## config.mk

```make
export PLATFORM = sky130hd
export DESIGN_NAME = crc16_framed_deframer_flat
export DESIGN_NICKNAME = d
export VERILOG_FILES = /design/src/cfd_pkg.sv /design/src/cfd_in_if.sv /design/src/cfd_out_if.sv /design/src/cfd_in_stage.sv /design/src/cfd_parser.sv /design/src/crc16_framed_deframer.sv /design/src/flat_wrapper.sv
export SDC_FILE = /design/constraint.sdc
export NUM_CORES = 1
export LEC_CHECK = 0
export BUFFER_PORTS_ARGS = -buffer_cell sky130_fd_sc_hd__buf_2
export CAP_MARGIN = 10
export CELL_PAD_IN_SITES_DETAIL_PLACEMENT = 2
export CELL_PAD_IN_SITES_GLOBAL_PLACEMENT = 2
export CORE_MARGIN = 1
export CORE_UTILIZATION = 38
export CTS_CLUSTER_DIAMETER = 120
export CTS_CLUSTER_SIZE = 16
export DETAILED_ROUTE_END_ITERATION = 16
export GPL_TIMING_DRIVEN = 0
export PLACE_DENSITY_LB_ADDON = 0.1
export REMOVE_ABC_BUFFERS = 1
export SETUP_SLACK_MARGIN = 0.15
export SKIP_LAST_GASP = 1
export SYNTH_ARGS = -nofsm -noshare
export SYNTH_HDL_FRONTEND = slang
export SYNTH_HIERARCHICAL = 1
export SYNTH_SLANG_ARGS = --single-unit
```

## constraint.sdc

```tcl
create_clock -name i_clk -period 3.6 [get_ports i_clk]
set_input_delay 0.36 -clock i_clk [delete_from_list [all_inputs] [get_ports i_clk]]
set_output_delay 0.36 -clock i_clk [all_outputs]
set_load 0.02 [all_outputs]
```

## src/cfd_pkg.sv

```systemverilog
// ============================================================================
// CRC-16 framed deframer package
// Shared types, constants and the byte-wide CRC-16/CCITT-FALSE update.
// ============================================================================
package cfd_pkg;

    // CRC-16/CCITT-FALSE constants.
    localparam logic [15:0] CRC_INIT = 16'hFFFF;
    localparam logic [15:0] CRC_POLY = 16'h1021;

    // Result kinds.
    localparam logic KIND_PAYLOAD = 1'b0;
    localparam logic KIND_FRAME_END = 1'b1;

    // Position within the frame, named after the byte that is expected next.
    typedef enum logic [2:0] {
        PH_TYPE     = 3'd0,
        PH_SEQUENCE = 3'd1,
        PH_LENGTH   = 3'd2,
        PH_PAYLOAD  = 3'd3,
        PH_CRC_LO   = 3'd4,
        PH_CRC_HI   = 3'd5
    } t_phase;

    // One result transaction.
    typedef struct packed {
        logic       kind;
        logic [7:0] payload_byte;
        logic [7:0] payload_index;
        logic [7:0] frame_type;
        logic [7:0] sequence_number;
        logic [7:0] frame_length;
        logic       crc_ok;
    } t_result;

    // Parser outcome for the byte it currently holds.
    typedef struct packed {
        logic    has_result;
        t_result result;
    } t_parse;

    // MSB-first CRC update over one byte, eight bit steps unrolled.
    function automatic logic [15:0] crc16_byte(input logic [15:0] crc_in,
                                               input logic [7:0]  data);
        logic [15:0] c;
        c = crc_in ^ {data, 8'h00};
        for (int i = 0; i < 8; i++) begin
            if (c[15]) begin
                c = {c[14:0], 1'b0} ^ CRC_POLY;
            end else begin
                c = {c[14:0], 1'b0};
            end
        end
        return c;
    endfunction

endpackage

```

## src/cfd_in_if.sv

```systemverilog
// ============================================================================
// Byte input channel
// Valid/ready channel that carries one raw frame stream byte.
// ============================================================================
interface cfd_in_if;
    logic       valid;
    logic       ready;
    logic [7:0] rx_byte;

    modport source (output valid, output rx_byte, input ready);
    modport sink (input valid, input rx_byte, output ready);
endinterface

```

## src/cfd_out_if.sv

```systemverilog
// ============================================================================
// Result output channel
// Valid/ready channel that carries one payload byte or frame end result.
// ============================================================================
interface cfd_out_if;
    logic       valid;
    logic       ready;
    logic       kind;
    logic [7:0] payload_byte;
    logic [7:0] payload_index;
    logic [7:0] frame_type;
    logic [7:0] sequence_number;
    logic [7:0] frame_length;
    logic       crc_ok;

    modport source (
        output valid, output kind, output payload_byte, output payload_index,
        output frame_type, output sequence_number, output frame_length,
        output crc_ok, input ready
    );
    modport sink (
        input valid, input kind, input payload_byte, input payload_index,
        input frame_type, input sequence_number, input frame_length,
        input crc_ok, output ready
    );
endinterface

```

## src/cfd_in_stage.sv

```systemverilog
// ============================================================================
// Deframer input register
// Captures one byte per cycle while empty or draining, and holds it until the parser consumes it.
// ============================================================================
module cfd_in_stage
    import cfd_pkg::*;
(
    input  logic       i_clk,
    input  logic       i_rst_n,
    cfd_in_if.sink     i_rx,
    input  logic       i_advance,
    output logic       o_valid,
    output logic [7:0] o_byte
);

    logic       r_valid;
    logic       n_valid;
    logic [7:0] r_byte;
    logic       load;

    // A new transaction is taken when the register is empty or drains now.
    assign i_rx.ready = !r_valid || i_advance;
    assign load       = i_rx.valid && i_rx.ready;

    always_comb begin
        n_valid = r_valid;
        if (load) begin
            n_valid = 1'b1;
        end else if (i_advance) begin
            n_valid = 1'b0;
        end
    end

    // Valid flag with reset.
    always_ff @(posedge i_clk) begin
        if (!i_rst_n) begin
            r_valid <= 1'b0;
        end else begin
            r_valid <= n_valid;
        end
    end

    // Byte register, no reset needed.
    always_ff @(posedge i_clk) begin
        if (load) begin
            r_byte <= i_rx.rx_byte;
        end
    end

    assign o_valid = r_valid;
    assign o_byte  = r_byte;

endmodule

```

## src/cfd_parser.sv

```systemverilog
// ============================================================================
// Deframer frame parser
// Tracks the frame position, header fields and running CRC, and forms the
// result for the byte held in the input register.
// ============================================================================
module cfd_parser
    import cfd_pkg::*;
(
    input  logic       i_clk,
    input  logic       i_rst_n,
    input  logic [7:0] i_byte,
    input  logic       i_advance,
    output t_parse     o_parse
);

    t_phase      r_phase, n_phase;
    logic [7:0]  r_type, n_type;
    logic [7:0]  r_seq, n_seq;
    logic [7:0]  r_len, n_len;
    logic [7:0]  r_seen, n_seen;
    logic [15:0] r_crc, n_crc;
    logic [7:0]  r_crc_lo, n_crc_lo;
    logic [15:0] crc_upd;
    logic [7:0]  seen_inc;

    assign crc_upd  = crc16_byte((r_phase == PH_PAYLOAD) ? r_crc : CRC_INIT, i_byte);
    assign seen_inc = r_seen + 8'd1;

    // Next state and the result for the held byte.
    always_comb begin
        n_phase  = r_phase;
        n_type   = r_type;
        n_seq    = r_seq;
        n_len    = r_len;
        n_seen   = r_seen;
        n_crc    = r_crc;
        n_crc_lo = r_crc_lo;

        o_parse                        = '0;
        o_parse.result.frame_type      = r_type;
        o_parse.result.sequence_number = r_seq;
        o_parse.result.frame_length    = r_len;

        case (r_phase)
            PH_SEQUENCE: begin
                n_seq   = i_byte;
                n_phase = PH_LENGTH;
            end
            PH_LENGTH: begin
                n_len   = i_byte;
                n_seen  = 8'd0;
                n_phase = (i_byte == 8'd0) ? PH_CRC_LO : PH_PAYLOAD;
            end
            PH_PAYLOAD: begin
                n_crc                        = crc_upd;
                n_seen                       = seen_inc;
                o_parse.has_result           = 1'b1;
                o_parse.result.kind          = KIND_PAYLOAD;
                o_parse.result.payload_byte  = i_byte;
                o_parse.result.payload_index = r_seen;
                if (seen_inc >= r_len) begin
                    n_phase = PH_CRC_LO;
                end
            end
            PH_CRC_LO: begin
                n_crc_lo = i_byte;
                n_phase  = PH_CRC_HI;
            end
            PH_CRC_HI: begin
                o_parse.has_result     = 1'b1;
                o_parse.result.kind    = KIND_FRAME_END;
                o_parse.result.crc_ok  = ({i_byte, r_crc_lo} == r_crc);
                n_phase                = PH_TYPE;
            end
            default: begin
                // Type byte; unused phase codes also land here.
                n_type   = i_byte;
                n_seq    = 8'd0;
                n_len    = 8'd0;
                n_seen   = 8'd0;
                n_crc_lo = 8'd0;
                n_crc    = crc_upd;
                n_phase  = PH_SEQUENCE;
            end
        endcase
    end

    // Frame state registers, updated when the held byte is consumed.
    always_ff @(posedge i_clk) begin
        if (!i_rst_n) begin
            r_phase  <= PH_TYPE;
            r_type   <= 8'd0;
            r_seq    <= 8'd0;
            r_len    <= 8'd0;
            r_seen   <= 8'd0;
            r_crc    <= CRC_INIT;
            r_crc_lo <= 8'd0;
        end else if (i_advance) begin
            r_phase  <= n_phase;
            r_type   <= n_type;
            r_seq    <= n_seq;
            r_len    <= n_len;
            r_seen   <= n_seen;
            r_crc    <= n_crc;
            r_crc_lo <= n_crc_lo;
        end
    end

endmodule

```

## src/crc16_framed_deframer.sv

```systemverilog
// ============================================================================
// CRC-16 framed deframer
// Splits a byte stream of length-prefixed frames, checks CRC-16/CCITT-FALSE.
// ============================================================================
// Usage:
//   i_rx carries the raw stream, one byte per transaction. A frame is type,
//   sequence, payload length, the payload bytes and a two byte CRC, low byte
//   first. The CRC covers the type byte and the payload.
//   o_res carries one transaction per payload byte (kind 0, with its index)
//   and one per frame (kind 1, after the CRC high byte) with crc_ok.
//   Header and CRC low bytes produce no output transaction.
//   Throughput is one byte per cycle while o_res is not stalled. A byte taken
//   from i_rx sits in the input register and is parsed combinationally from
//   there; if it yields a result, that result is registered in the output
//   register, which drives o_res.valid until the sink takes it.
//   The per-byte CRC update feeds the parser's running CRC register.
//   When o_res stalls, the input register keeps accepting until a byte that
//   yields a result finds the output register full; then i_rx.ready drops.
//   An incomplete frame simply waits for more bytes. Synchronous reset
//   empties both registers and returns the parser to the type byte.
// ============================================================================
module crc16_framed_deframer
    import cfd_pkg::*;
(
    input  logic    i_clk,
    input  logic    i_rst_n,
    cfd_in_if.sink  i_rx,
    cfd_out_if.source o_res
);

    logic       hold_valid;
    logic [7:0] hold_byte;
    logic       advance;
    logic       out_free;
    t_parse     parse;
    logic       r_out_valid;
    logic       n_out_valid;
    t_result    r_out;

    cfd_in_stage u_in_stage (
        .i_clk     (i_clk),
        .i_rst_n   (i_rst_n),
        .i_rx      (i_rx),
        .i_advance (advance),
        .o_valid   (hold_valid),
        .o_byte    (hold_byte)
    );

    cfd_parser u_parser (
        .i_clk     (i_clk),
        .i_rst_n   (i_rst_n),
        .i_byte    (hold_byte),
        .i_advance (advance),
        .o_parse   (parse)
    );

    // The held byte is consumed unless its result has nowhere to go.
    assign out_free = !r_out_valid || o_res.ready;
    assign advance  = hold_valid && (!parse.has_result || out_free);

    always_comb begin
        n_out_valid = r_out_valid && !o_res.ready;
        if (advance && parse.has_result) begin
            n_out_valid = 1'b1;
        end
    end

    // Output valid flag.
    always_ff @(posedge i_clk) begin
        if (!i_rst_n) begin
            r_out_valid <= 1'b0;
        end else begin
            r_out_valid <= n_out_valid;
        end
    end

    // Output payload register.
    always_ff @(posedge i_clk) begin
        if (advance && parse.has_result) begin
            r_out <= parse.result;
        end
    end

    assign o_res.valid           = r_out_valid;
    assign o_res.kind            = r_out.kind;
    assign o_res.payload_byte    = r_out.payload_byte;
    assign o_res.payload_index   = r_out.payload_index;
    assign o_res.frame_type      = r_out.frame_type;
    assign o_res.sequence_number = r_out.sequence_number;
    assign o_res.frame_length    = r_out.frame_length;
    assign o_res.crc_ok          = r_out.crc_ok;

endmodule
```

## src/flat_wrapper.sv

```systemverilog
// flat-port wrapper written by rule: the top's interface ports become plain ports
module crc16_framed_deframer_flat import cfd_pkg::*;
  (i_clk, i_rst_n, i_rx_valid, i_rx_rx_byte, i_rx_ready, o_res_valid, o_res_kind, o_res_payload_byte, o_res_payload_index, o_res_frame_type, o_res_sequence_number, o_res_frame_length, o_res_crc_ok, o_res_ready);
  cfd_in_if i_rx_i ();
  cfd_out_if o_res_i ();
  input  logic i_clk;
  input  logic i_rst_n;
  input wire logic [$bits(i_rx_i.valid)-1:0] i_rx_valid;
  input wire logic [$bits(i_rx_i.rx_byte)-1:0] i_rx_rx_byte;
  output wire logic [$bits(i_rx_i.ready)-1:0] i_rx_ready;
  output wire logic [$bits(o_res_i.valid)-1:0] o_res_valid;
  output wire logic [$bits(o_res_i.kind)-1:0] o_res_kind;
  output wire logic [$bits(o_res_i.payload_byte)-1:0] o_res_payload_byte;
  output wire logic [$bits(o_res_i.payload_index)-1:0] o_res_payload_index;
  output wire logic [$bits(o_res_i.frame_type)-1:0] o_res_frame_type;
  output wire logic [$bits(o_res_i.sequence_number)-1:0] o_res_sequence_number;
  output wire logic [$bits(o_res_i.frame_length)-1:0] o_res_frame_length;
  output wire logic [$bits(o_res_i.crc_ok)-1:0] o_res_crc_ok;
  input wire logic [$bits(o_res_i.ready)-1:0] o_res_ready;
  assign i_rx_i.valid = i_rx_valid;
  assign i_rx_i.rx_byte = i_rx_rx_byte;
  assign i_rx_ready = i_rx_i.ready;
  assign o_res_valid = o_res_i.valid;
  assign o_res_kind = o_res_i.kind;
  assign o_res_payload_byte = o_res_i.payload_byte;
  assign o_res_payload_index = o_res_i.payload_index;
  assign o_res_frame_type = o_res_i.frame_type;
  assign o_res_sequence_number = o_res_i.sequence_number;
  assign o_res_frame_length = o_res_i.frame_length;
  assign o_res_crc_ok = o_res_i.crc_ok;
  assign o_res_i.ready = o_res_ready;
  crc16_framed_deframer u_core (.i_clk(i_clk), .i_rst_n(i_rst_n), .i_rx(i_rx_i), .o_res(o_res_i));
endmodule
```

## Word level (Yosys, flattened, before mapping)

Cells that the tools add are included.

| storage, ports and cells | value |
|---|---|
| flip-flop bits (word level) | 111 |
| input port bits | 12 |
| output and inout port bits | 44 |
| logic and storage cells | 87 |

| cells by class | value |
|---|---|
| add/sub/neg operators | 1 |
| magnitude comparators | 1 |
| equal/unequal tests | 7 |
| muxes and demuxes | 20 |
| bitwise operators | 15 |
| reductions and logical operators | 26 |

Operators with widths:

| operator | number |
|---|---|
| 2-to-1 mux 13 bit | 8 |
| one-hot mux 8 bit (2 select lines) | 4 |
| inverter 3 bit | 8 |
| equality test 16 bit | 1 |
| 2-to-1 mux 16 bit | 1 |
| OR reduction 4 bit | 4 |
| bitwise XOR 16 bit | 1 |
| one-hot mux 3 bit (5 select lines) | 1 |
| AND reduction 2 bit | 7 |
| adder 8 x 1 -> 8 bit, second input constant | 1 |
| greater-or-equal comparator 8 bit | 1 |
| logical NOT 8 bit | 1 |
| equality test 3 x 2 -> 1 bit, second input constant | 2 |
| equality test 3 bit, second input constant | 2 |
| 2-to-1 mux 3 bit | 2 |
| inverter 1 bit | 6 |
| OR reduction 5 bit | 1 |
| logical AND 1 bit | 4 |
| logical NOT 1 bit | 4 |
| one-hot mux 2 bit (2 select lines) | 1 |
| equality test 3 x 1 -> 1 bit, second input constant | 1 |
| logical OR 1 bit | 3 |
| 2-to-1 mux 1 bit | 3 |
| OR reduction 3 bit | 1 |
| other kinds (2) | 2 |

## Logic depth before layout (Yosys ltp)

Gate-level depths: netlist (run 1).

| depth | value |
|---|---|
| word-level depth | 19 |
| gate-level depth with buffers | 10 |
| depth with buffers taken out | 10 |

## By module

Netlist (run 1), hierarchy kept.

Modules (own cells, without submodules):

| module | times used | cells an instance | area each (um2) | seq. area each (um2) |
|---|---|---|---|---|
| cfd_parser | 1 | 413 | 3458.3 | 1181.1 |
| crc16_framed_deframer | 1 | 49 | 1316.3 | 1281.2 |
| cfd_in_stage | 1 | 13 | 297.8 | 260.2 |

## Least setup slack after synthesis (run 1)

No wires, ideal clock.

| timing | value |
|---|---|
| kind | register -> register |
| start | reg u_core.u_parser.r_phase[2] |
| end | reg u_core.r_out, in the netlist u_core/o_res.crc_ok, enable pin |
| library setup time | 0.441 ns |
| data arrival time | 2.720 ns |
| required time | 3.159 ns |
| path slack | 0.439 ns |
| cell stages (with the launch flop) | 7 |
| path buffers | 2 |
| period minus slack after synthesis | 3.161 ns |
| cell sequence | dfxtp_1 -> buf_6 -> nand3b_4 -> buf_2 -> nand2_1 -> nand2_1 -> nor2_1 |

RTL lines:

| element | RTL line | RTL |
|---|---|---|
| start, declared | cfd_parser.sv:16 | `t_phase r_phase, n_phase;` |
| start signal, assigned | cfd_parser.sv:99 | `r_phase <= n_phase;` |
| end signal, assigned | crc16_framed_deframer.sv:80 | `r_out <= parse.result;` |
| end, declared | crc16_framed_deframer.sv:38 | `t_result r_out;` |

==> results of run 1 <==
## state kept, by name, indices dropped and copies added (netlist names), 3 cells and up
| name | cells |
|---|---|
| u_core/u_in_stage/o_byte | 8 |
| u_core/u_parser/r_type | 8 |
| u_core/u_parser/r_crc | 16 |
| u_core/u_parser/r_crc_lo | 8 |
| u_core/u_parser/r_phase | 3 |
| u_core/o_res.payload_byte | 8 |
| u_core/o_res.frame_length | 8 |
| u_core/o_res.sequence_number | 8 |
| u_core/u_parser/r_len | 8 |
| u_core/o_res.frame_type | 8 |
| u_core/o_res.payload_index | 8 |
| u_core/u_parser/r_seq | 8 |
| u_core/u_parser/r_seen | 8 |
## layout make-up
| class | instances | area [um^2] |
|---|---|---|
| multi-input combinational | 320 | 2130 |
| clock inverter | 6 | 45.0 |
| inverter | 11 | 41.3 |
| sequential | 111 | 2720 |
| fill | 1358 | 7130 |
| tap | 172 | 215 |
| clock buffer | 10 | 229 |
| timing repair buffer | 57 | 310 |
## worst max path at each step
| stage | startpoint | to | slack (ns) | depth (start not counted) |
|---|---|---|---|---|
| 4_1_cts | u_core/u_parser/r_phase[2]$_SDFFE_PN0P_ | i_rx_ready | 0.48 | 5 |
| 2_1_floorplan | u_core/u_parser/r_phase[1]$_SDFFE_PN0P_ | u_core/o_res.crc_ok$_DFFE_PP_ | 0.46 | 4 |
| 6_report | u_core/u_parser/r_phase[2]$_SDFFE_PN0P_ | u_core/u_parser/r_seen[2]$_SDFFE_PN0P_ | 0.52 | 7 |
| 5_1_grt | u_core/u_parser/r_phase[2]$_SDFFE_PN0P_ | u_core/u_parser/r_seen[2]$_SDFFE_PN0P_ | 0.28 | 7 |
| 3_5_place_dp | u_core/u_parser/r_phase[2]$_SDFFE_PN0P_ | u_core/u_parser/r_seen[2]$_SDFFE_PN0P_ | 0.49 | 7 |
| 3_3_place_gp | u_core/u_parser/r_phase[1]$_SDFFE_PN0P_ | u_core/o_res.payload_byte[5]$_DFFE_PP_ | -0.77 | 4 |
## worst max-delay path, cell delays in order (launching register included)
cell      delay (ns)
dfxtp_1         0.59
nand3b_4        0.41
nand2_1         0.14
a21boi_2        0.74
o21ai_1         0.50
o21ai_0         0.29
o21ai_0         0.11
and2_1          0.16
## cell families (layout without fill, tap and decap cells)
| kind of cell | after synthesis | in the layout |
|---|---|---|
| buf+inv | 44 | 84 |
| flops | 111 | 111 |
| compound gates | 73 | 73 |
| xor+xnor | 57 | 57 |
| fa+ha+maj | 9 | 9 |
| simple gates | 172 | 172 |
| mux | 9 | 9 |
## placed cells by master, fill, tap and decap left out, types with 3 or more instances in the layout
cell,count
ha_1,9
edfxtp_1,50
o21ai_0,9
o21ai_1,8
nor3_1,4
nand3_1,18
inv_1,11
nand2_1,61
nor4_1,5
xnor2_1,29
o211ai_1,15
nor2_1,23
a22oi_1,4
a21o_1,3
dfxtp_1,61
nand2b_1,3
a21boi_1,9
and2_1,28
mux2i_1,9
clkinvlp_4,3
clkbuf_16,9
xor2_1,27
nor2b_1,16
a21boi_0,8
buf_2,55
## through the flow
| stage | hold slack (ns) | utilization | power, mW | setup slack, ns |
|---|---|---|---|---|
| after floorplan | 0.408 | - | 1.61 | 0.455 |
| after global placement | 0.412 | 0.419 | 1.69 | -0.772 |
| after detailed placement | 0.418 | 0.421 | 1.71 | 0.488 |
| after CTS | 0.158 | 0.443 | 2.65 | 0.478 |
| after global routing | 0.158 | 0.444 | 2.72 | 0.281 |
| final | 0.169 | 0.444 | 2.62 | 0.517 |
## per-layer routing
metal | global-route usage | wire length (um) | vias to the layer above | share of wire
met5 | 0 | 0 | - | 0
met4 | 0.0657 | 235 | 0 | 0.019
met3 | 0.0397 | 319 | 17 | 0.026
met2 | 0.339 | 6360 | 48 | 0.52
met1 | 0.221 | 5310 | 1721 | 0.43
li1 | - | - | 1677 | -
## power by group through the flow
| stage | sequential (mW) | combinational, mW | clock, mW |
|---|---|---|---|
| detailed placement | 1.45 | 0.256 | 0 |
| global route | 1.43 | 0.289 | 1.01 |
| floorplan | 1.43 | 0.184 | 0 |
| finish | 1.42 | 0.259 | 0.937 |
| global placement | 1.45 | 0.246 | 0 |
| CTS | 1.42 | 0.260 | 0.972 |
==> metrics.md, run 1 <==
| Metric | Value |
|---|---|
| Hold path depth | 1 |
| Vias in the first global route | 3703 |
| Top post-synthesis cells by count | 61 x dfxtp_1, 61 x nand2_1, 50 x edfxtp_1, 29 x xnor2_1, 28 x and2_1 |
| Post-synth ARST share | 0 |
| CP startpoint kind | flop |
| Area after DPL | 5400 um^2 |
| Core area | 12800 um^2 |
| Post-route ant nets | 0 |
| # resized after CTS | 0 |
| Clock slew at reported path FFs | 0.08 ns |
| Final setup fails | 0 |
| Netlist cell types | 51 |
| P&R area growth vs syn | 12.2% |
| Design area | 5690 um^2 |
| Worst-Skew Late Latency | 0.36 ns |
| Worst Path Required | 3.85 ns |
| Mux contribution to synthesized area | 0.0178 |
| CTS root buf | clkbuf_16 |
| Setup TNS | 0 ns |
| Ports | 56 |
| Xor and xnor fraction of the mapped netlist area | 0.0999 |
| Vias | 3463 |
| Detailed Route WL | 12.2 mm |
| Placed cell count | 670 |
| Die ar. | 13800 um^2 |
| Synth area leader | edfxtp_1 |
| Num rows | 41 |
| Simple-Gate Fraction of Synth Area | 0.173 |
| R2r setup slk | 0.52 ns |
| Critical path type | flop to flop |
| Postcts setup bufs | 0 |
| Post-CTS Hold Fix Bufs | 0 |
| Layout Nets | 531 |
| Gr usage total | 0.189 |
| Part of the power in registers | 0.543 |
| Largest family of logic cells by synthesized area | simple AND/OR/NAND/NOR gates |
| Pin count of the biggest net entering global routing | 63 |
| Worst Max-Slew Pin Slew | 1.03 ns |
| Synth top area share | 0.296 |
| Crit end category | flop |
| WL/cell | 17.8 um |
| Vias per Instance | 5.04 |
| FMAX | 324 MHz |
| Hold/Removal Path Class | input pin to flop |
| Complex-gate fraction of the synthesized area | 0.105 |
| Critical R2R Capture | u_core/u_parser/r_seen[2]$_SDFFE_PN0P_ |
| Post-Syn Area per Cell | 10.7 um^2 |
| Initial antenna violation count | 0 |
| Flops & latches, synth | 111 |
| Switching Fraction | 0.260 |
| Net Sw Power | 0.680 mW |
| Deepest clock path buffer count | 2 |
| Leak | 2.00 nW |
| First DRT Iteration DRCs | 148 |
| CTS sink count | 111 |
| Worst Hold Path EP | u_core/u_in_stage/o_byte[6]$_DFFE_PP_ |
| Synth warn | 6 |
| Peak VDD IR | 0.000368 V |
| Initial Utilization | 0.396 |
| Combinational share of power | 0.099 |
| Max FO, Critical Path | 19 |
| Clk_skew | 0.00819 ns |
| Pwr/cell area | 460 nW/um^2 |
| Run status | complete, no violations |
| DR DRC count | 0 |
| Share of cells above drive strength 1 | 0.173 |
| Period utilization | 0.856 |
| Pins Over Slew Limit | 0 |
| First-pass GRT wire length | 20.0 mm |
| Width of the die | 118 um |
| Diodes inserted | 0 |
| Final HPWL DP | 8.04 mm |
| Post-layout min period | 3.08 ns |
| Final cell count without fillers | 687 |
| Post-synth EDFFs | 50 |
| R2R depth | 7 |
| Die height | 118 um |
| RD Place Congestion | 0.736 |
| HP Start | i_rx_rx_byte[6] |
| Total CTS buffers | 9 |
| Final hold violations | 0 |
| Gate Count Post-Synth | 475 |
| Max transition margin | 0.313 |
| Seq/Total Area, Yosys | 0.537 |
| Maximum capacitance violations | 0 |
| DRT Pass-1 Iters | 4 |
| Int Pwr | 1.94 mW |
| H-tree lvl count | 3 |
| RSZ-0062 raised after global routing | false |
| CTS tree | yes |
| Post-Synth Adder-Cell Area | 0.0222 |
| Critical Path AT | 3.33 ns |
| Grt total ovfl | 0 |
| Input/output buffers | 55 |
| Mapped Area | 5070 um^2 |
| Top FF cell, synth | dfxtp_1 |
| Reg-to-Reg Start | u_core/u_parser/r_phase[2]$_SDFFE_PN0P_ |
| Synth top area cells | edfxtp_1 30%, dfxtp_1 24%, xnor2_1 5.0%, xor2_1 4.7%, nand2_1 4.5% |
| Clock share of power | 0.358 |
(Power assumes the default switching activity.)
==> run 2, diff against run 1 <==
ABC_AREA = 1   (was not set)
CORE_MARGIN = 8   (was 1)
CORE_UTILIZATION = 37   (was 38)
CTS_BUF_LIST = sky130_fd_sc_hd__clkbuf_4 sky130_fd_sc_hd__clkbuf_8   (was not set)
==> run 2 against run 1 <==
  * Combinational power rose by 35%
  * Design area fell by 0.46%
  * Clock skew rose by 0.0041 ns
  * Largest power group unchanged
  * Clock power fell by 22%
==> metrics.md, run 2 <==
| Metric | Value |
|---|---|
| Run status | complete, no violations (unchanged) |
| DRT Pass-1 Iters | 4 (unchanged) |
| Cell with the most instances after synthesis | nand2_1 |
| Crit path max-delay cell type | dfxtp_1 (was a21boi_2) |
| Post-synth ARST share | 0 (unchanged) |
| Vias | 4193 (was 3463) |
| Largest stage delay, worst path | 0.53 ns (was 0.74 ns) |
| Initial antenna violation count | 0 (unchanged) |
| Final HPWL DP | 11.0 mm (was 8.04 mm) |
| Period utilization | 0.861 (was 0.856) |
| Synth top area cells | edfxtp_1 30%, dfxtp_1 24%, nand2_1 9.9%, a21oi_1 5.9%, inv_1 5.5% (was edfxtp_1 30%, dfxtp_1 24%, xnor2_1 5.0%, xor2_1 4.7%, nand2_1 4.5%) |
| WL/cell | 18.6 um (was 17.8 um) |
| Critical path type | flop to flop (unchanged) |
| Total power | 2.52 mW (was 2.62 mW) |
| CP startpoint kind | flop (unchanged) |
| Layout Nets | 659 (was 531) |
| Mapped Area | 5030 um^2 (was 5070 um^2) |
| Critical-path cell list | inv_2, nand3_2, buf_12, nand2_1, inv_1, o21ai_0, inv_1, nand2_1, nor3_4, buf_6, inv_2, a21oi_1, nand2_1 (was nand3b_4, nand2_1, a21boi_2, o21ai_1, o21ai_0, o21ai_0, and2_1) |
| Seq/Total Area, Yosys | 0.541 (was 0.537) |
| P&R area growth vs syn | 12.6% (was 12.2%) |
| Die height | 133 um (was 118 um) |
| Grt total ovfl | 0 (unchanged) |
| Vias per Instance | 5.12 (was 5.04) |
| First DRT Iteration DRCs | 195 (was 148) |
| Worst Max-Slew Pin Slew | 0.951 ns (was 1.03 ns) |
| Width of the die | 133 um (was 118 um) |
| Largest reg by FF count | u_core/u_parser/r_crc (unchanged) |
| Most used cell, CP | nand2_1 (was o21ai_0) |
| Max FO, Critical Path | 28 (was 19) |
| Largest family of logic cells by synthesized area | simple AND/OR/NAND/NOR gates (unchanged) |
| Final hold violations | 0 (unchanged) |
| Worst-Skew Late Latency | 0.39 ns (was 0.36 ns) |
| First-pass GRT wire length | 24.9 mm (was 20.0 mm) |
| DR DRC count | 0 (unchanged) |
| CTS root buf | clkbuf_8 (was clkbuf_16) |
| Die ar. | 17600 um^2 (was 13800 um^2) |
| Post-Synth Adder-Cell Area | 0.0224 (was 0.0222) |
| Flops & latches, synth | 111 (unchanged) |
| Complex-gate fraction of the synthesized area | 0.115 (was 0.105) |
| Pins Over Slew Limit | 0 (unchanged) |
| Critical Path AT | 3.38 ns (was 3.33 ns) |
| RSZ-0062 raised after global routing | false (unchanged) |
| Post-layout util | 0.428 (was 0.444) |
| Max transition margin | 0.365 (was 0.313) |
| Synth top area share | 0.299 (was 0.296) |
| Peak VDD IR | 0.000209 V (was 0.000368 V) |
| Total CTS buffers | 9 (unchanged) |
| Post-CTS Hold Fix Bufs | 0 (unchanged) |
| Gr usage total | 0.180 (was 0.189) |
| Most frequent cells in the layout | 133 x nand2_1, 73 x inv_1, 61 x dfxtp_1, 59 x a21oi_1, 55 x buf_2 (was 61 x nand2_1, 61 x dfxtp_1, 55 x buf_2, 50 x edfxtp_1, 29 x xnor2_1) |
| Deepest clock path buffer count | 2 (unchanged) |
| CTS tree | yes (unchanged) |
| Post-synth EDFFs | 50 (unchanged) |
| Max reg flops | 16 (unchanged) |
| Hold/Removal Path Class | input pin to flop (unchanged) |
| Mux contribution to synthesized area | 0 (was 0.0178) |
| RD Place Congestion | 0.799 (was 0.736) |
| Input/output buffers | 55 (unchanged) |
| Post-route ant nets | 0 (unchanged) |
| Simple-Gate Fraction of Synth Area | 0.223 (was 0.173) |
| Synth area leader | edfxtp_1 (unchanged) |
| CTS sink count | 111 (unchanged) |
| Worst Path Required | 3.88 ns (was 3.85 ns) |
| Ports | 56 (unchanged) |
| Initial Utilization | 0.380 (was 0.396) |
| Pin count of the biggest net entering global routing | 43 (was 63) |
| Synth warn | 6 (unchanged) |
| Top post-synthesis cells by count | 133 x nand2_1, 74 x inv_1, 61 x dfxtp_1, 59 x a21oi_1, 50 x edfxtp_1 (was 61 x dfxtp_1, 61 x nand2_1, 50 x edfxtp_1, 29 x xnor2_1, 28 x and2_1) |
| Most common cell after layout, fill and taps aside | nand2_1 |
| Leak | 2.35 nW (was 2.00 nW) |
| H-tree lvl count | 3 (unchanged) |
| Post-Syn Area per Cell | 8.51 um^2 (was 10.7 um^2) |
| Netlist cell types | 34 (was 51) |
| Post-layout min period | 3.10 ns (was 3.08 ns) |
| Maximum capacitance violations | 0 (unchanged) |
| Num rows | 42 (was 41) |
| Crit end category | flop (unchanged) |
| Core area | 13200 um^2 (was 12800 um^2) |
| FMAX | 323 MHz (was 324 MHz) |
| Gate Count Post-Synth | 591 (was 475) |
| Clock slew at reported path FFs | 0.11 ns (was 0.08 ns) |
| Detailed Route WL | 15.2 mm (was 12.2 mm) |
| Xor and xnor fraction of the mapped netlist area | 0.0139 (was 0.0999) |
| Top FF cell, synth | dfxtp_1 (unchanged) |
| Share of cells above drive strength 1 | 0.152 (was 0.173) |
| Pwr/cell area | 445 nW/um^2 (was 460 nW/um^2) |
| Diodes inserted | 0 (unchanged) |
| Clk_skew | 0.0123 ns (was 0.00819 ns) |
| Vias in the first global route | 4779 (was 3703) |
| Final setup fails | 0 (unchanged) |
-- run 2: final timing paths --
check                                          startpoint                                         to  slack (ns)  cells past startpoint
setup / recovery  u_core/u_parser/r_phase[2]$_SDFFE_PN0P_     u_core/u_parser/r_crc[12]$_SDFFE_PN1P_        0.50                     13
setup reg to reg  u_core/u_parser/r_phase[2]$_SDFFE_PN0P_     u_core/u_parser/r_crc[12]$_SDFFE_PN1P_        0.50                     13
hold / removal                            i_rx_rx_byte[1]      u_core/u_in_stage/o_byte[1]$_DFFE_PP_        0.14                      1
hold reg to reg     u_core/u_parser/r_seq[6]$_SDFFE_PN0P_  u_core/o_res.sequence_number[6]$_DFFE_PP_        0.44                      0
-- run 2: layer usage --
| layer | wire length (um) | vias up | track usage |
|---|---|---|---|
| met5 | 0 | - | 0 |
| met4 | 215 | 0 | 0.0587 |
| li1 | - | 2038 | - |
| met2 | 8370 | 49 | 0.348 |
| met1 | 6260 | 2093 | 0.193 |
| met3 | 362 | 13 | 0.0314 |
-- run 2: cells by family after synthesis --
kind of cell | count (synthesis)
compound gates | 102
flops | 111
buf+inv | 104
simple gates | 257
fa+ha+maj | 9
xor+xnor | 8
-- run 2: metrics by stage --
stage	TNS (ns)	instance area (um^2)	hold WS [ns]	std cells	worst slack [ns]
6_report	0	5660	0.139	819	0.501
5_1_grt	0	5660	0.109	819	0.215
4_1_cts	0	5660	0.111	819	0.481
3_5_place_dp	0	5470	0.418	802	0.00433
3_3_place_gp	-41.55	5400	0.411	799	-1.28
2_1_floorplan	0	4910	0.403	568	0.237
-- run 2: report_power, final --
part           internal (mW)  total [mW]  switching (mW)
registers               1.38        1.44          0.0622
clock network          0.271       0.730           0.458
logic                  0.110       0.349           0.239
-- run 2: critical path: cells and delay by family (launching register included) --
family                 cells  cell delay, ns
DFF                        1            0.53
and+or+nand+nor            5            0.96
buffers and inverters      6            1.17
AOI/OAI and AO/OA          2            0.31
-- run 2: area by class of cell --
type | count | area [um^2]
well taps | 176 | 220
multi-input cells | 376 | 1890
repair buffers | 59 | 342
flip-flops and latches | 111 | 2720
clock inverters | 6 | 51.3
clock buffers | 10 | 131
inverters | 81 | 304
fillers | 1544 | 7580
-- run 2: repair_timing --
action,4_1_cts,5_1_grt
resized for setup,1,0
setup endpoints to repair,11,0
buffers inserted,1,0
==> run 3, diff against run 2 <==
clock period = 3.25 ns   (was 3.6 ns; I/O delays follow)
==> run 3 against run 2 <==
  * Combinational power grew 12%
  * Clock skew is essentially flat
  * Critical path depth shrank 4
  * Critical path type is now flop to output pin
  * First-iteration DRC count grew 3.1%
  * Via count grew 0.64%
  * Count of clock-buffer cells in the layout is the same
  * Design area grew 0.27%
  * Highest routed layer unchanged
  * Largest power group unchanged
  * Worst hold slack lost 0.034 ns
  * Cell count grew 0.12%
  * Sequential cell count is the same
==> metrics.md, run 3 (synthesized netlist as in run 2, its figures left out) <==
| Metric | Value |
|---|---|
| Grt total ovfl | 0 (unchanged) |
| CTS tree | yes (unchanged) |
| Worst Max-Slew Pin Slew | 0.948 ns (was 0.951 ns) |
| Input/output buffers | 55 (unchanged) |
| Initial Utilization | 0.380 (unchanged) |
| Critical-path cell list | nand3_4, buf_12, nand2_1, inv_1, o21ai_0, inv_2, inv_2, nand2_2, buf_2 (was inv_2, nand3_2, buf_12, nand2_1, inv_1, o21ai_0, inv_1, nand2_1, nor3_4, buf_6, inv_2, a21oi_1, nand2_1) |
| Critical path type | flop to output pin (was flop to flop) |
| R2R depth | 12 (was 13) |
| Largest stage delay, worst path | 0.62 ns (was 0.53 ns) |
| Post-route ant nets | 0 (unchanged) |
| Maximum capacitance violations | 0 (unchanged) |
| Share of cells above drive strength 1 | 0.157 (was 0.152) |
| Post-CTS Hold Fix Bufs | 0 (unchanged) |
| Total CTS buffers | 9 (unchanged) |
| Clock slew at reported path FFs | 0.11 ns (about the same) |
| Critical Path AT | 2.55 ns (was 3.38 ns) |
| Vias in the first global route | 4784 (was 4779) |
| Final HPWL DP | 11.0 mm (unchanged) |
| Period utilization | 0.886 |
| DR DRC count | 0 (unchanged) |
| Max reg flops | 16 (unchanged) |
| Hold/Removal Path Class | input pin to flop (unchanged) |
| WL/cell | 18.7 um (was 18.6 um) |
| Worst path top cell family by delay | buffers and inverters (unchanged) |
| Worst Path Required | 2.92 ns (was 3.88 ns) |
| Run status | complete, no violations (unchanged) |
| Initial antenna violation count | 0 (unchanged) |
| Crit end category | output pin (was flop) |
| First DRT Iteration DRCs | 201 (was 195) |
| First-pass GRT wire length | 25.0 mm (was 24.9 mm) |
| Pwr/cell area | 492 nW/um^2 (was 445 nW/um^2) |
| Most used cell, CP | inv_2 (was nand2_1) |
| Clk_skew | 0.0125 ns (was 0.0123 ns) |
| Final setup fails | 0 (unchanged) |
| Total power | 2.80 mW (was 2.52 mW) |
| Pin count of the biggest net entering global routing | 43 (unchanged) |
| Pins Over Slew Limit | 0 (unchanged) |
| Leak | 2.35 nW (about the same) |
| FMAX | 347 MHz |
| Reg-to-Reg Start | u_core/u_parser/r_phase[0]$_SDFFE_PN0P_ (was u_core/u_parser/r_phase[2]$_SDFFE_PN0P_) |
| H-tree lvl count | 3 (unchanged) |
| Diodes inserted | 0 (unchanged) |
| P&R area growth vs syn | 12.9% (was 12.6%) |
| RD Place Congestion | 0.799 (unchanged) |
| CTS sink count | 111 (unchanged) |
| Critical R2R Capture | u_core/u_parser/r_type[3]$_SDFFE_PN0P_ (was u_core/u_parser/r_crc[12]$_SDFFE_PN1P_) |
| Vias | 4220 (was 4193) |
| Max FO, Critical Path | 28 (unchanged) |
| GRT met3 Usage | 0.0314 (unchanged) |
| GRT busiest layer | met2 (unchanged) |
| Max transition margin | 0.367 (was 0.365) |
| Post-layout min period | 2.88 ns |
| Final hold violations | 0 (unchanged) |
| Buf+Inv Stages, Crit Path | 5 (was 6) |
| Crit path max-delay cell type | dfxtp_1 (unchanged) |
| DRT Pass-1 Iters | 4 (unchanged) |
| Peak VDD IR | 0.000232 V (was 0.000209 V) |
| R2r setup slk | 0.46 ns (was 0.50 ns) |
| Deepest clock path buffer count | 2 (unchanged) |
| HP Start | i_rx_rx_byte[1] (unchanged) |
| Gr usage total | 0.180 (about the same) |
| Post-layout util | 0.429 (was 0.428) |
| Vias per Instance | 5.15 (was 5.12) |
| Worst Hold Path EP | u_core/u_in_stage/o_byte[1]$_DFFE_PP_ (unchanged) |
| Detailed Route WL | 15.3 mm (was 15.2 mm) |
| CTS root buf | clkbuf_8 (unchanged) |
| Core area | 13200 um^2 (unchanged) |
| Worst-Skew Late Latency | 0.39 ns (about the same) |
| Die ar. | 17600 um^2 (unchanged) |
| Most frequent cells in the layout | 132 x nand2_1, 72 x inv_1, 61 x dfxtp_1, 59 x a21oi_1, 55 x buf_2 (was 133 x nand2_1, 73 x inv_1, 61 x dfxtp_1, 59 x a21oi_1, 55 x buf_2) |
| Layout Nets | 660 (was 659) |
| RSZ-0062 raised after global routing | false (unchanged) |
| Most common cell after layout, fill and taps aside | nand2_1 (unchanged) |
| Ports | 56 (unchanged) |
| Width of the die | 133 um (unchanged) |
| Met1 Use GR | 0.193 (about the same) |
| Die height | 133 um (unchanged) |
| Largest reg by FF count | u_core/u_parser/r_crc (unchanged) |
| Hold_ws | 0.105 ns (was 0.139 ns) |
| Hold path depth | 1 (unchanged) |
| CP startpoint kind | flop (unchanged) |
| Met2 layer usage reported by global route | 0.346 (was 0.348) |
| Num rows | 42 (unchanged) |
-- run 3: changes by cell type in the layout (fill, tap and decap cells not counted), sizes merged --
cell / change
clkinvlp: +1
-- run 3: worst reg2reg max path: cells and delay by family (launching register included) --
kind                   cells  cell delay [ns]
AO/OA/AOI/OAI              3             0.67
buffers and inverters      5             0.73
flip-flops                 1             0.62
AND/OR/NAND/NOR            4             0.68
-- run 3: power breakdown --
part / internal (mW) / switching (mW) / total (mW)
clock: 0.301 / 0.507 / 0.807
sequential: 1.53 / 0.0700 / 1.60
combinational: 0.123 / 0.267 / 0.390
total: 1.95 / 0.844 / 2.80
-- run 3: how the worst max path moves through the flow --
stage | from | to | slack [ns] | depth (start not counted)
floorplan | u_core/u_parser/r_phase[2]$_SDFFE_PN0P_ | u_core/u_parser/r_crc[10]$_SDFFE_PN1P_ | -0.11 | 11
global placement | u_core/u_parser/r_phase[2]$_SDFFE_PN0P_ | u_core/u_parser/r_crc[10]$_SDFFE_PN1P_ | -1.63 | 11
detailed placement | u_core/u_parser/r_phase[2]$_SDFFE_PN0P_ | u_core/u_parser/r_crc[12]$_SDFFE_PN1P_ | -0.35 | 13
CTS | u_core/u_parser/r_phase[0]$_SDFFE_PN0P_ | i_rx_ready | 0.32 | 9
global route | u_core/u_parser/r_phase[0]$_SDFFE_PN0P_ | i_rx_ready | 0.19 | 9
finish | u_core/u_parser/r_phase[0]$_SDFFE_PN0P_ | i_rx_ready | 0.37 | 9
-- run 3: per-stage QoR --
| step | setup TNS [ns] | instances | instance area [um^2] | worst slack (ns) |
|---|---|---|---|---|
| finish | 0 | 820 | 5680 | 0.370 |
| global route | 0 | 820 | 5680 | 0.189 |
| CTS | 0 | 819 | 5660 | 0.322 |
| detailed placement | -3.81 | 802 | 5470 | -0.346 |
| global placement | -78.39 | 799 | 5400 | -1.63 |
| floorplan | -0.885 | 568 | 4910 | -0.113 |
-- run 3: area by class of cell --
type,instances,area [um^2]
repair inverters,1,5.00
clock buffers,10,131
well taps,176,220
repair buffers,59,342
multi-input cells,376,1900
flip-flops and latches,111,2720
fillers,1543,7560
clock inverters,6,51.3
inverters,81,304
-- run 3: layer usage --
layer,vias up,part of all wire
met1,2109,0.41
met5,-,0
li1,2041,-
met2,55,0.55
met3,15,0.026
met4,0,0.017
-- run 3: repair_timing --
action / in CTS / in global routing
gates resized for setup: 2 / 2
hold endpoints to repair: 0 / 0
endpoints found under the setup margin: 16 / 5
pin swaps: 1 / 0
gates cloned: 0 / 1
buffers inserted: 1 / 0
